==> src/rtl/vlsd_pkg.sv <==
// vector list segment decoder: shared types and operation codes
// no dependencies; imported by the front end, queue, back end and top level
package vlsd_pkg;

  localparam int unsigned BYTE_W  = 8;
  localparam int unsigned COORD_W = 10;
  localparam int unsigned OP_W    = 2;

  // work items handed from the front end to the back end
  localparam logic [OP_W-1:0] OP_Y      = 2'd0;
  localparam logic [OP_W-1:0] OP_XFIRST = 2'd1;
  localparam logic [OP_W-1:0] OP_XSEG   = 2'd2;

  typedef struct packed {
    logic [OP_W-1:0]   op;
    logic [BYTE_W-1:0] data;
  } entry_t;

  typedef struct packed {
    logic [BYTE_W-1:0] x_scale;
    logic [BYTE_W-1:0] y_scale;
    logic [BYTE_W-1:0] center_x;
    logic [BYTE_W-1:0] center_y;
    logic [BYTE_W-1:0] fade_level;
  } cfg_t;

endpackage

==> src/rtl/vlsd_front.sv <==
// front end: accepts list bytes, tracks y/x pairing and list end, queues work
// depends on vlsd_pkg
module vlsd_front (
  input  logic                   clk,
  input  logic                   rst_n,
  input  logic                   in_valid,
  output logic                   in_ready,
  input  logic [7:0]             in_list_byte,
  input  logic                   in_list_start,
  input  logic                   q_full,
  output logic                   q_push,
  output vlsd_pkg::entry_t       q_entry
);
  import vlsd_pkg::*;

  localparam logic [BYTE_W-1:0] END_MARK_MIN = 8'hFA;

  logic awaiting_x_r, awaiting_x_nxt;
  logic pen_set_r, pen_set_nxt;
  logic ended_r, ended_nxt;
  logic beat;
  logic aw_eff, pen_eff, ended_eff;

  assign in_ready = !q_full;
  assign beat     = in_valid && in_ready;

  // a list start clears the pairing state before the byte is classified
  assign aw_eff    = awaiting_x_r && !in_list_start;
  assign pen_eff   = pen_set_r && !in_list_start;
  assign ended_eff = ended_r && !in_list_start;

  always_comb begin
    awaiting_x_nxt = awaiting_x_r;
    pen_set_nxt    = pen_set_r;
    ended_nxt      = ended_r;
    q_push         = 1'b0;
    q_entry.op     = OP_Y;
    q_entry.data   = in_list_byte;
    if (beat) begin
      awaiting_x_nxt = aw_eff;
      pen_set_nxt    = pen_eff;
      ended_nxt      = ended_eff;
      if (!ended_eff) begin
        if (!aw_eff) begin
          if (in_list_byte >= END_MARK_MIN) begin
            ended_nxt = 1'b1;
          end else begin
            q_push         = 1'b1;
            awaiting_x_nxt = 1'b1;
          end
        end else begin
          q_push         = 1'b1;
          q_entry.op     = pen_eff ? OP_XSEG : OP_XFIRST;
          awaiting_x_nxt = 1'b0;
          pen_set_nxt    = 1'b1;
        end
      end
    end
  end

  always_ff @(posedge clk) begin
    if (!rst_n) begin
      awaiting_x_r <= 1'b0;
      pen_set_r    <= 1'b0;
      ended_r      <= 1'b0;
    end else begin
      awaiting_x_r <= awaiting_x_nxt;
      pen_set_r    <= pen_set_nxt;
      ended_r      <= ended_nxt;
    end
  end

`ifndef SYNTHESIS
  a_ended_blocks: assert property (@(posedge clk) disable iff (!rst_n)
    ended_r && !in_list_start |-> !q_push)
    else $error("work queued after end of list");
  a_segment_needs_pen: assert property (@(posedge clk) disable iff (!rst_n)
    q_push && q_entry.op == OP_XSEG |-> pen_set_r && awaiting_x_r)
    else $error("segment queued without start point");
  a_start_first_is_y: assert property (@(posedge clk) disable iff (!rst_n)
    beat && in_list_start && q_push |-> q_entry.op == OP_Y)
    else $error("first byte of a list not taken as y");
`endif

endmodule

==> src/rtl/vlsd_fifo.sv <==
// short work queue between the front and back ends
// depends on vlsd_pkg
module vlsd_fifo #(
  parameter int unsigned DEPTH = 2
) (
  input  logic             clk,
  input  logic             rst_n,
  input  logic             push,
  input  vlsd_pkg::entry_t push_entry,
  output logic             full,
  input  logic             pop,
  output logic             not_empty,
  output vlsd_pkg::entry_t pop_entry
);
  import vlsd_pkg::*;

  localparam int unsigned PTR_W = (DEPTH > 1) ? $clog2(DEPTH) : 1;
  localparam int unsigned CNT_W = $clog2(DEPTH + 1);
  localparam logic [PTR_W-1:0] LAST_PTR = PTR_W'(DEPTH - 1);
  localparam logic [CNT_W-1:0] FULL_CNT = CNT_W'(DEPTH);

  entry_t           slot_r [DEPTH];
  logic [PTR_W-1:0] wr_ptr_r, rd_ptr_r;
  logic [CNT_W-1:0] count_r;

  assign full      = (count_r == FULL_CNT);
  assign not_empty = (count_r != '0);
  assign pop_entry = slot_r[rd_ptr_r];

  always_ff @(posedge clk) begin
    if (push) begin
      slot_r[wr_ptr_r] <= push_entry;
    end
  end

  always_ff @(posedge clk) begin
    if (!rst_n) begin
      wr_ptr_r <= '0;
      rd_ptr_r <= '0;
      count_r  <= '0;
    end else begin
      if (push) begin
        wr_ptr_r <= (wr_ptr_r == LAST_PTR) ? '0 : wr_ptr_r + 1'b1;
      end
      if (pop) begin
        rd_ptr_r <= (rd_ptr_r == LAST_PTR) ? '0 : rd_ptr_r + 1'b1;
      end
      if (push && !pop) begin
        count_r <= count_r + 1'b1;
      end else if (pop && !push) begin
        count_r <= count_r - 1'b1;
      end
    end
  end

`ifndef SYNTHESIS
  a_no_overflow: assert property (@(posedge clk) disable iff (!rst_n)
    push |-> !full)
    else $error("push into full queue");
  a_no_underflow: assert property (@(posedge clk) disable iff (!rst_n)
    pop |-> not_empty)
    else $error("pop from empty queue");
  a_count_up: assert property (@(posedge clk) disable iff (!rst_n)
    push && !pop |=> count_r == $past(count_r) + 1'b1)
    else $error("queue count lost a push");
`endif

endmodule

==> src/rtl/vlsd_back.sv <==
// back end: scales coordinates about the centroid, keeps the pen, emits segments
// depends on vlsd_pkg
module vlsd_back (
  input  logic                 clk,
  input  logic                 rst_n,
  input  vlsd_pkg::cfg_t       cfg,
  input  logic                 q_valid,
  input  vlsd_pkg::entry_t     q_entry,
  output logic                 q_pop,
  output logic                 out_valid,
  input  logic                 out_ready,
  output logic signed [9:0]    out_seg_x_start,
  output logic signed [9:0]    out_seg_y_start,
  output logic signed [9:0]    out_seg_x_end,
  output logic signed [9:0]    out_seg_y_end
);
  import vlsd_pkg::*;

  localparam int unsigned SHIFT_BITS = 7;
  localparam int unsigned PROD_W     = 2 * BYTE_W;
  localparam int unsigned Q_W        = PROD_W - SHIFT_BITS;
  localparam logic [PROD_W-1:0] ROUND_ADD = PROD_W'((1 << SHIFT_BITS) - 1);
  localparam logic [BYTE_W-1:0] FADE_OFF  = 8'hFF;

  logic [BYTE_W-1:0]  scale, center, delta, mag;
  logic               neg;
  logic [PROD_W-1:0]  prod, prod_adj;
  logic [Q_W-1:0]     q;
  logic [COORD_W-1:0] coord;
  logic               is_y, emit;

  logic [COORD_W-1:0] held_y_r, pen_x_r, pen_y_r;
  logic               out_valid_r;
  logic [COORD_W-1:0] xs_r, ys_r, xe_r, ye_r;

  assign is_y   = (q_entry.op == OP_Y);
  assign scale  = is_y ? cfg.y_scale : cfg.x_scale;
  assign center = is_y ? cfg.center_y : cfg.center_x;

  // signed byte delta, magnitude scaled, floor shift on the signed product
  assign delta    = q_entry.data - center;
  assign neg      = delta[BYTE_W-1];
  assign mag      = neg ? (~delta + 1'b1) : delta;
  assign prod     = PROD_W'(mag) * PROD_W'(scale);
  assign prod_adj = neg ? prod + ROUND_ADD : prod;
  assign q        = prod_adj[PROD_W-1:SHIFT_BITS];
  assign coord    = neg ? COORD_W'(center) - COORD_W'(q)
                        : COORD_W'(center) + COORD_W'(q);

  assign emit  = (q_entry.op == OP_XSEG) && (cfg.fade_level != FADE_OFF);
  assign q_pop = q_valid && (!emit || !out_valid_r || out_ready);

  always_ff @(posedge clk) begin
    if (q_pop) begin
      unique case (q_entry.op)
        OP_Y: begin
          held_y_r <= coord;
        end
        OP_XFIRST, OP_XSEG: begin
          pen_x_r <= coord;
          pen_y_r <= held_y_r;
          if (emit) begin
            xs_r <= pen_x_r;
            ys_r <= pen_y_r;
            xe_r <= coord;
            ye_r <= held_y_r;
          end
        end
        default: begin
        end
      endcase
    end
  end

  always_ff @(posedge clk) begin
    if (!rst_n) begin
      out_valid_r <= 1'b0;
    end else if (q_pop && emit) begin
      out_valid_r <= 1'b1;
    end else if (out_ready) begin
      out_valid_r <= 1'b0;
    end
  end

  assign out_valid       = out_valid_r;
  assign out_seg_x_start = xs_r;
  assign out_seg_y_start = ys_r;
  assign out_seg_x_end   = xe_r;
  assign out_seg_y_end   = ye_r;

`ifndef SYNTHESIS
  a_only_segments_emit: assert property (@(posedge clk) disable iff (!rst_n)
    q_pop && q_entry.op != OP_XSEG |=> !$rose(out_valid_r))
    else $error("result raised by a non-segment item");
  a_no_overwrite: assert property (@(posedge clk) disable iff (!rst_n)
    out_valid_r && !out_ready |-> !(q_pop && emit))
    else $error("pending result overwritten");
  a_fade_silent: assert property (@(posedge clk) disable iff (!rst_n)
    cfg.fade_level == FADE_OFF && !out_valid_r |=> !out_valid_r)
    else $error("segment emitted while faded out");
`endif

endmodule

==> src/rtl/vector_list_segment_decoder.sv <==
// vector list segment decoder, top level: config registers, front end, queue, back end
// depends on vlsd_pkg, vlsd_front, vlsd_fifo, vlsd_back
// throughput: one list byte per cycle while the queue is not full, set by the single 8x8 scaling multiplier
// output path: the x byte is queued, and its segment is registered on the output when the back end pops it
// reset: synchronous active low; clears pairing state, queue and output valid,
// and loads the register defaults (scales 128, centroid 128/96, fade 0)
module vector_list_segment_decoder #(
  parameter int unsigned QUEUE_DEPTH = 2
) (
  input  logic              clk,
  input  logic              rst_n,
  input  logic              cfg_we,
  input  logic [2:0]        cfg_index,
  input  logic [7:0]        cfg_wdata,
  input  logic              in_valid,
  output logic              in_ready,
  input  logic [7:0]        in_list_byte,
  input  logic              in_list_start,
  output logic              out_valid,
  input  logic              out_ready,
  output logic signed [9:0] out_seg_x_start,
  output logic signed [9:0] out_seg_y_start,
  output logic signed [9:0] out_seg_x_end,
  output logic signed [9:0] out_seg_y_end
);
  import vlsd_pkg::*;

  localparam logic [2:0] REG_X_SCALE    = 3'd0;
  localparam logic [2:0] REG_Y_SCALE    = 3'd1;
  localparam logic [2:0] REG_CENTER_X   = 3'd2;
  localparam logic [2:0] REG_CENTER_Y   = 3'd3;
  localparam logic [2:0] REG_FADE_LEVEL = 3'd4;

  cfg_t   cfg_r;
  logic   q_push, q_full, q_pop, q_not_empty;
  entry_t push_entry, pop_entry;

  always_ff @(posedge clk) begin
    if (!rst_n) begin
      cfg_r.x_scale    <= 8'd128;
      cfg_r.y_scale    <= 8'd128;
      cfg_r.center_x   <= 8'd128;
      cfg_r.center_y   <= 8'd96;
      cfg_r.fade_level <= 8'd0;
    end else if (cfg_we) begin
      unique case (cfg_index)
        REG_X_SCALE:    cfg_r.x_scale    <= cfg_wdata;
        REG_Y_SCALE:    cfg_r.y_scale    <= cfg_wdata;
        REG_CENTER_X:   cfg_r.center_x   <= cfg_wdata;
        REG_CENTER_Y:   cfg_r.center_y   <= cfg_wdata;
        REG_FADE_LEVEL: cfg_r.fade_level <= cfg_wdata;
        default: begin
        end
      endcase
    end
  end

  vlsd_front u_front (
    .clk           (clk),
    .rst_n         (rst_n),
    .in_valid      (in_valid),
    .in_ready      (in_ready),
    .in_list_byte  (in_list_byte),
    .in_list_start (in_list_start),
    .q_full        (q_full),
    .q_push        (q_push),
    .q_entry       (push_entry)
  );

  vlsd_fifo #(
    .DEPTH (QUEUE_DEPTH)
  ) u_fifo (
    .clk        (clk),
    .rst_n      (rst_n),
    .push       (q_push),
    .push_entry (push_entry),
    .full       (q_full),
    .pop        (q_pop),
    .not_empty  (q_not_empty),
    .pop_entry  (pop_entry)
  );

  vlsd_back u_back (
    .clk             (clk),
    .rst_n           (rst_n),
    .cfg             (cfg_r),
    .q_valid         (q_not_empty),
    .q_entry         (pop_entry),
    .q_pop           (q_pop),
    .out_valid       (out_valid),
    .out_ready       (out_ready),
    .out_seg_x_start (out_seg_x_start),
    .out_seg_y_start (out_seg_y_start),
    .out_seg_x_end   (out_seg_x_end),
    .out_seg_y_end   (out_seg_y_end)
  );

endmodule

==> config.mk <==
export PLATFORM = sky130hd
export DESIGN_NAME = vector_list_segment_decoder
export DESIGN_NICKNAME = d
export VERILOG_FILES = /design/src/rtl/vlsd_pkg.sv /design/src/rtl/vlsd_front.sv /design/src/rtl/vlsd_fifo.sv /design/src/rtl/vlsd_back.sv /design/src/rtl/vector_list_segment_decoder.sv
export SDC_FILE = /design/constraint.sdc
export NUM_CORES = 1
export LEC_CHECK = 0
export BUFFER_PORTS_ARGS = -buffer_cell sky130_fd_sc_hd__buf_2
export CAP_MARGIN = 10
export CORE_MARGIN = 2
export CORE_UTILIZATION = 65
export DETAILED_ROUTE_END_ITERATION = 10
export GPL_TIMING_DRIVEN = 0
export MAX_ROUTING_LAYER = met4
export PLACE_DENSITY = 0.86
export REMOVE_ABC_BUFFERS = 1
export SLEW_MARGIN = 20
export SYNTH_ARGS = -nofsm -noshare
export SYNTH_HDL_FRONTEND = slang
export SYNTH_SLANG_ARGS = --single-unit
==> constraint.sdc <==
create_clock -name clk -period 29.7 [get_ports clk]
set_input_delay 5.94 -clock clk [delete_from_list [all_inputs] [get_ports clk]]
set_output_delay 5.94 -clock clk [all_outputs]
set_load 0.02 [all_outputs]
==> reports/metrics.csv <==
stage,metric,value,unit
synth,Post-synth EDFFs,90,
final_layout,nets@finish,958,
global_routing,largest net degree at the start of global routing,50,
detailed_routing,vias per inst,5.782,
detailed_routing,DRC viols,0,
cts,# resized after CTS,0,
detailed_routing,initial DRC count,367,
worst_setup_path,Crit. End Element,register,
final_layout,proportion of layout cells with a drive suffix above 1,0.1626,
synth,most frequently used flop master after synthesis,edfxtp_1,
worst_setup_path,"Max FO, Critical Path",18,
worst_setup_path,"Slowest-stage cell, CP",dfxtp_1,
final_layout,antenna cells,0,
timing,final setup TNS,0,ns
synth,async set or reset register ratio after synthesis,0,
cts,TritonCTS clock tree,yes,
timing,Final Hold Fails,0,
timing,clock skew,0.01062,ns
worst_setup_path,CP Capture Point,u_back.pen_x_r[8],
timing,Rel. slew slack,0.3232,
run_status,status,"complete, no violations",
cts,clk_lat worst skew,0.43,ns
cts,CTS sink cnt,139,
worst_setup_path,Critical Path Source Type,register,
worst_setup_path,Worst EP required,29.83,ns
worst_setup_path,"most used cell, CP",fa_1,
global_routing,GR Util All Layers,0.2630,
die,Core ar.,0.01257,mm^2
cts,post-CTS repair timing setup buffer count,0,
synth,"FF+latch count, synth",139,
detailed_routing,wire per inst,16.56,um
global_routing,antenna violations before repair,0,
cts,Post-CTS Hold Buffers,0,
die,die extent in x,117.4,um
timing,setup ws final,18.34,ns
synth,post-synthesis sequential area ratio,0.4409,
timing,tightest hold margin,0.4179,ns
cts,H-tree levels,4,
cts,Root Driver,clkbuf_16,
die,# IOs,67,
global_routing,first-pass GRT wire length,28.16,mm
timing,Slew @ Worst Pin,1.011,ns
place,post-placement setup slack,18.28,ns
cts,Max Root-Sink Buffers,2,
place,Final GP Congestion,0.8914,
synth,Cells after Synth,770,
detailed_routing,Antenna Nets Post-Route,0,
global_routing,grt total ovfl,0,
worst_setup_path,Reg2Reg Depth,33,
die,Rows,41,
timing,fin. max-slew vios,0,
timing,Final Cycle Share,0.3826,
place,post-DP HPWL,12.23,mm
cts,clock slew seen by the registers of the worst setup and hold paths,0.06,ns
hold_path,Worst Hold Class,register to register,
global_routing,vias in the first global route,6016,
timing,RSZ-0062 raised after global routing,no,
worst_setup_path,Setup Crit Path Kind,register to register,
worst_setup_path,max incr delay on CP,0.71,ns
timing,final setup violation count,0,
worst_setup_path,"Data arrival, critical path",11.50,ns
synth,Post-Syn Area per Cell,10.85,um^2
cts,number of CTS-inserted buffers,17,
die,Die Y,117.4,um
synth,Synth cell types,73,
worst_setup_path,r2r setup slk,18.34,ns
die,Initial Util,0.6647,
final_layout,synth-to-layout area growth,13.22,%
detailed_routing,via count,5938,
synth,warnings from Yosys,0,
timing,Final min period,11.36,ns
detailed_routing,Initial DRT Pass Iterations,5,
die,Die Area,0.01378,mm^2
place,PortBufs,66,
run,Max Cap Viol,0,
worst_setup_path,reg-to-reg endpoint,u_back.pen_x_r[8],
timing,Max Freq,0.08800,GHz
synth,cell area after synthesis,0.008354,mm^2
detailed_routing,DRT Wirelength,17.00,mm
## metal layers
metal	wire length [um]	GRT usage
met1	7003	0.3112
met2	8653	0.4415
met3	878	0.04767
met4	467	0.1175
met5	0	-
## area by class of cell
| type | count | area (um^2) |
|---|---|---|
| multi-input cells | 549 | 4358 |
| clock buffers | 17 | 425.4 |
| repair buffers | 71 | 371.6 |
| well taps | 172 | 215.2 |
| fillers | 827 | 3109 |
| flip-flops and latches | 139 | 3684 |
| inverters | 65 | 244.0 |
| clock inverters | 14 | 161.4 |
## critical path: cells and delay by family (launching register included)
| family | cells | cell delay (ns) |
|---|---|---|
| adders and majority gates | 8 | 3.65 |
| xor gates and xnor gates | 4 | 1.61 |
| and+or+nand+nor | 6 | 1.29 |
| muxes | 2 | 0.83 |
| AOI/OAI and AO/OA | 11 | 2.85 |
| buffers and inverters | 2 | 0.10 |
| DFF | 1 | 0.71 |
## Yosys cell counts (3+ instances only)
cell type  number  share of area
nor3_1          9         0.0054
o31ai_1         3         0.0027
mux2_2          4         0.0054
ha_1           54          0.081
o2111ai_1       3         0.0031
fa_1           36          0.086
o211ai_1        4         0.0036
mux2i_1        29          0.035
inv_1          65          0.029
xnor2_2         3         0.0058
and3_1          4         0.0030
nor2_1         80          0.036
clkbuf_1       13         0.0058
dfxtp_1        49           0.12
or3_1           5         0.0037
or2_2          10         0.0075
nand3_1        13         0.0078
xnor2_1        20          0.021
nand4_1         4         0.0030
edfxtp_1       90           0.32
xor2_1         19          0.020
nand2_1        89          0.040
nand2b_1        3         0.0022
o21a_1          3         0.0027
nor2b_1        13         0.0097
o21ai_0        12         0.0072
and2_1         10         0.0075
a31oi_1         6         0.0045
a211o_1         5         0.0052
o21bai_1        4         0.0036
a21o_1          9         0.0081
a21oi_1        23          0.014
a21boi_0       30          0.027
## flip-flops by register name (all words and copies together), names as in the netlist, 2 cells and up, named ones only
name,flops
cfg_r,40
u_fifo.slot_r,20
u_back.held_y_r,10
u_back.out_seg_x_end,10
u_back.out_seg_x_start,10
u_back.out_seg_y_end,10
u_back.out_seg_y_start,10
u_back.pen_x_r,10
u_back.pen_y_r,10
u_fifo.count_r,2
## cell families (layout without fill, tap and decap cells)
group	Yosys count	after routing	share of synthesized area
and+or+nand+nor	255	255	0.1435
DFF	139	139	0.4409
AOI/OAI and AO/OA	121	121	0.1080
adders and majority gates	92	92	0.1697
buffers and inverters	82	167	0.03864
xor gates and xnor gates	43	43	0.04868
muxes	38	38	0.05062
## placed cells by master (no fill, tap or decap), types with 4 or more instances in the layout
cell type	Yosys	routed
buf_2	0	66
a31oi_1	6	6
nand2_1	89	89
or2_2	10	10
buf_4	0	4
a21boi_0	30	30
fa_1	36	36
and3_1	4	4
xor2_1	19	19
nor3_1	9	8
xnor2_1	20	20
or3_1	5	5
inv_6	0	4
a21o_1	9	9
and2_1	10	10
a21oi_1	23	23
o21ai_0	12	12
ha_1	54	53
nand4_1	4	4
clkbuf_16	0	17
inv_1	65	65
mux2i_1	29	29
dfxtp_1	49	49
nor2b_1	13	13
a211o_1	5	5
nand3_1	13	13
edfxtp_1	90	90
nor2_1	80	79
o21bai_1	4	4
o211ai_1	4	4
mux2_2	4	4
## worst min path at each step
| stage | start | end | slack [ns] | cells after the start |
|---|---|---|---|---|
| floorplan | u_back.pen_x_r[0] | u_back.out_seg_x_start[0] | 0.40 | 0 |
| global placement | u_back.pen_y_r[3] | u_back.out_seg_y_start[3] | 0.40 | 0 |
| detailed placement | u_back.pen_x_r[4] | u_back.out_seg_x_start[4] | 0.40 | 0 |
| CTS | u_back.pen_x_r[5] | u_back.out_seg_x_start[5] | 0.42 | 0 |
| global route | u_back.pen_x_r[5] | u_back.out_seg_x_start[5] | 0.42 | 0 |
| finish | u_back.pen_x_r[4] | u_back.out_seg_x_start[4] | 0.42 | 0 |
## through the flow
stage,util,instance area [um^2],instances
final,0.7526,9459,1027
after global routing,0.7526,9459,1027
after CTS,0.7524,9457,1027
after detailed placement,0.7057,8870,996
after global placement,0.7018,8821,991
after floorplan,-,8275,753
Power is left out: the tool's default activity adds up to more than one toggle a clock period on the data nets, which glitch-free logic cannot reach.
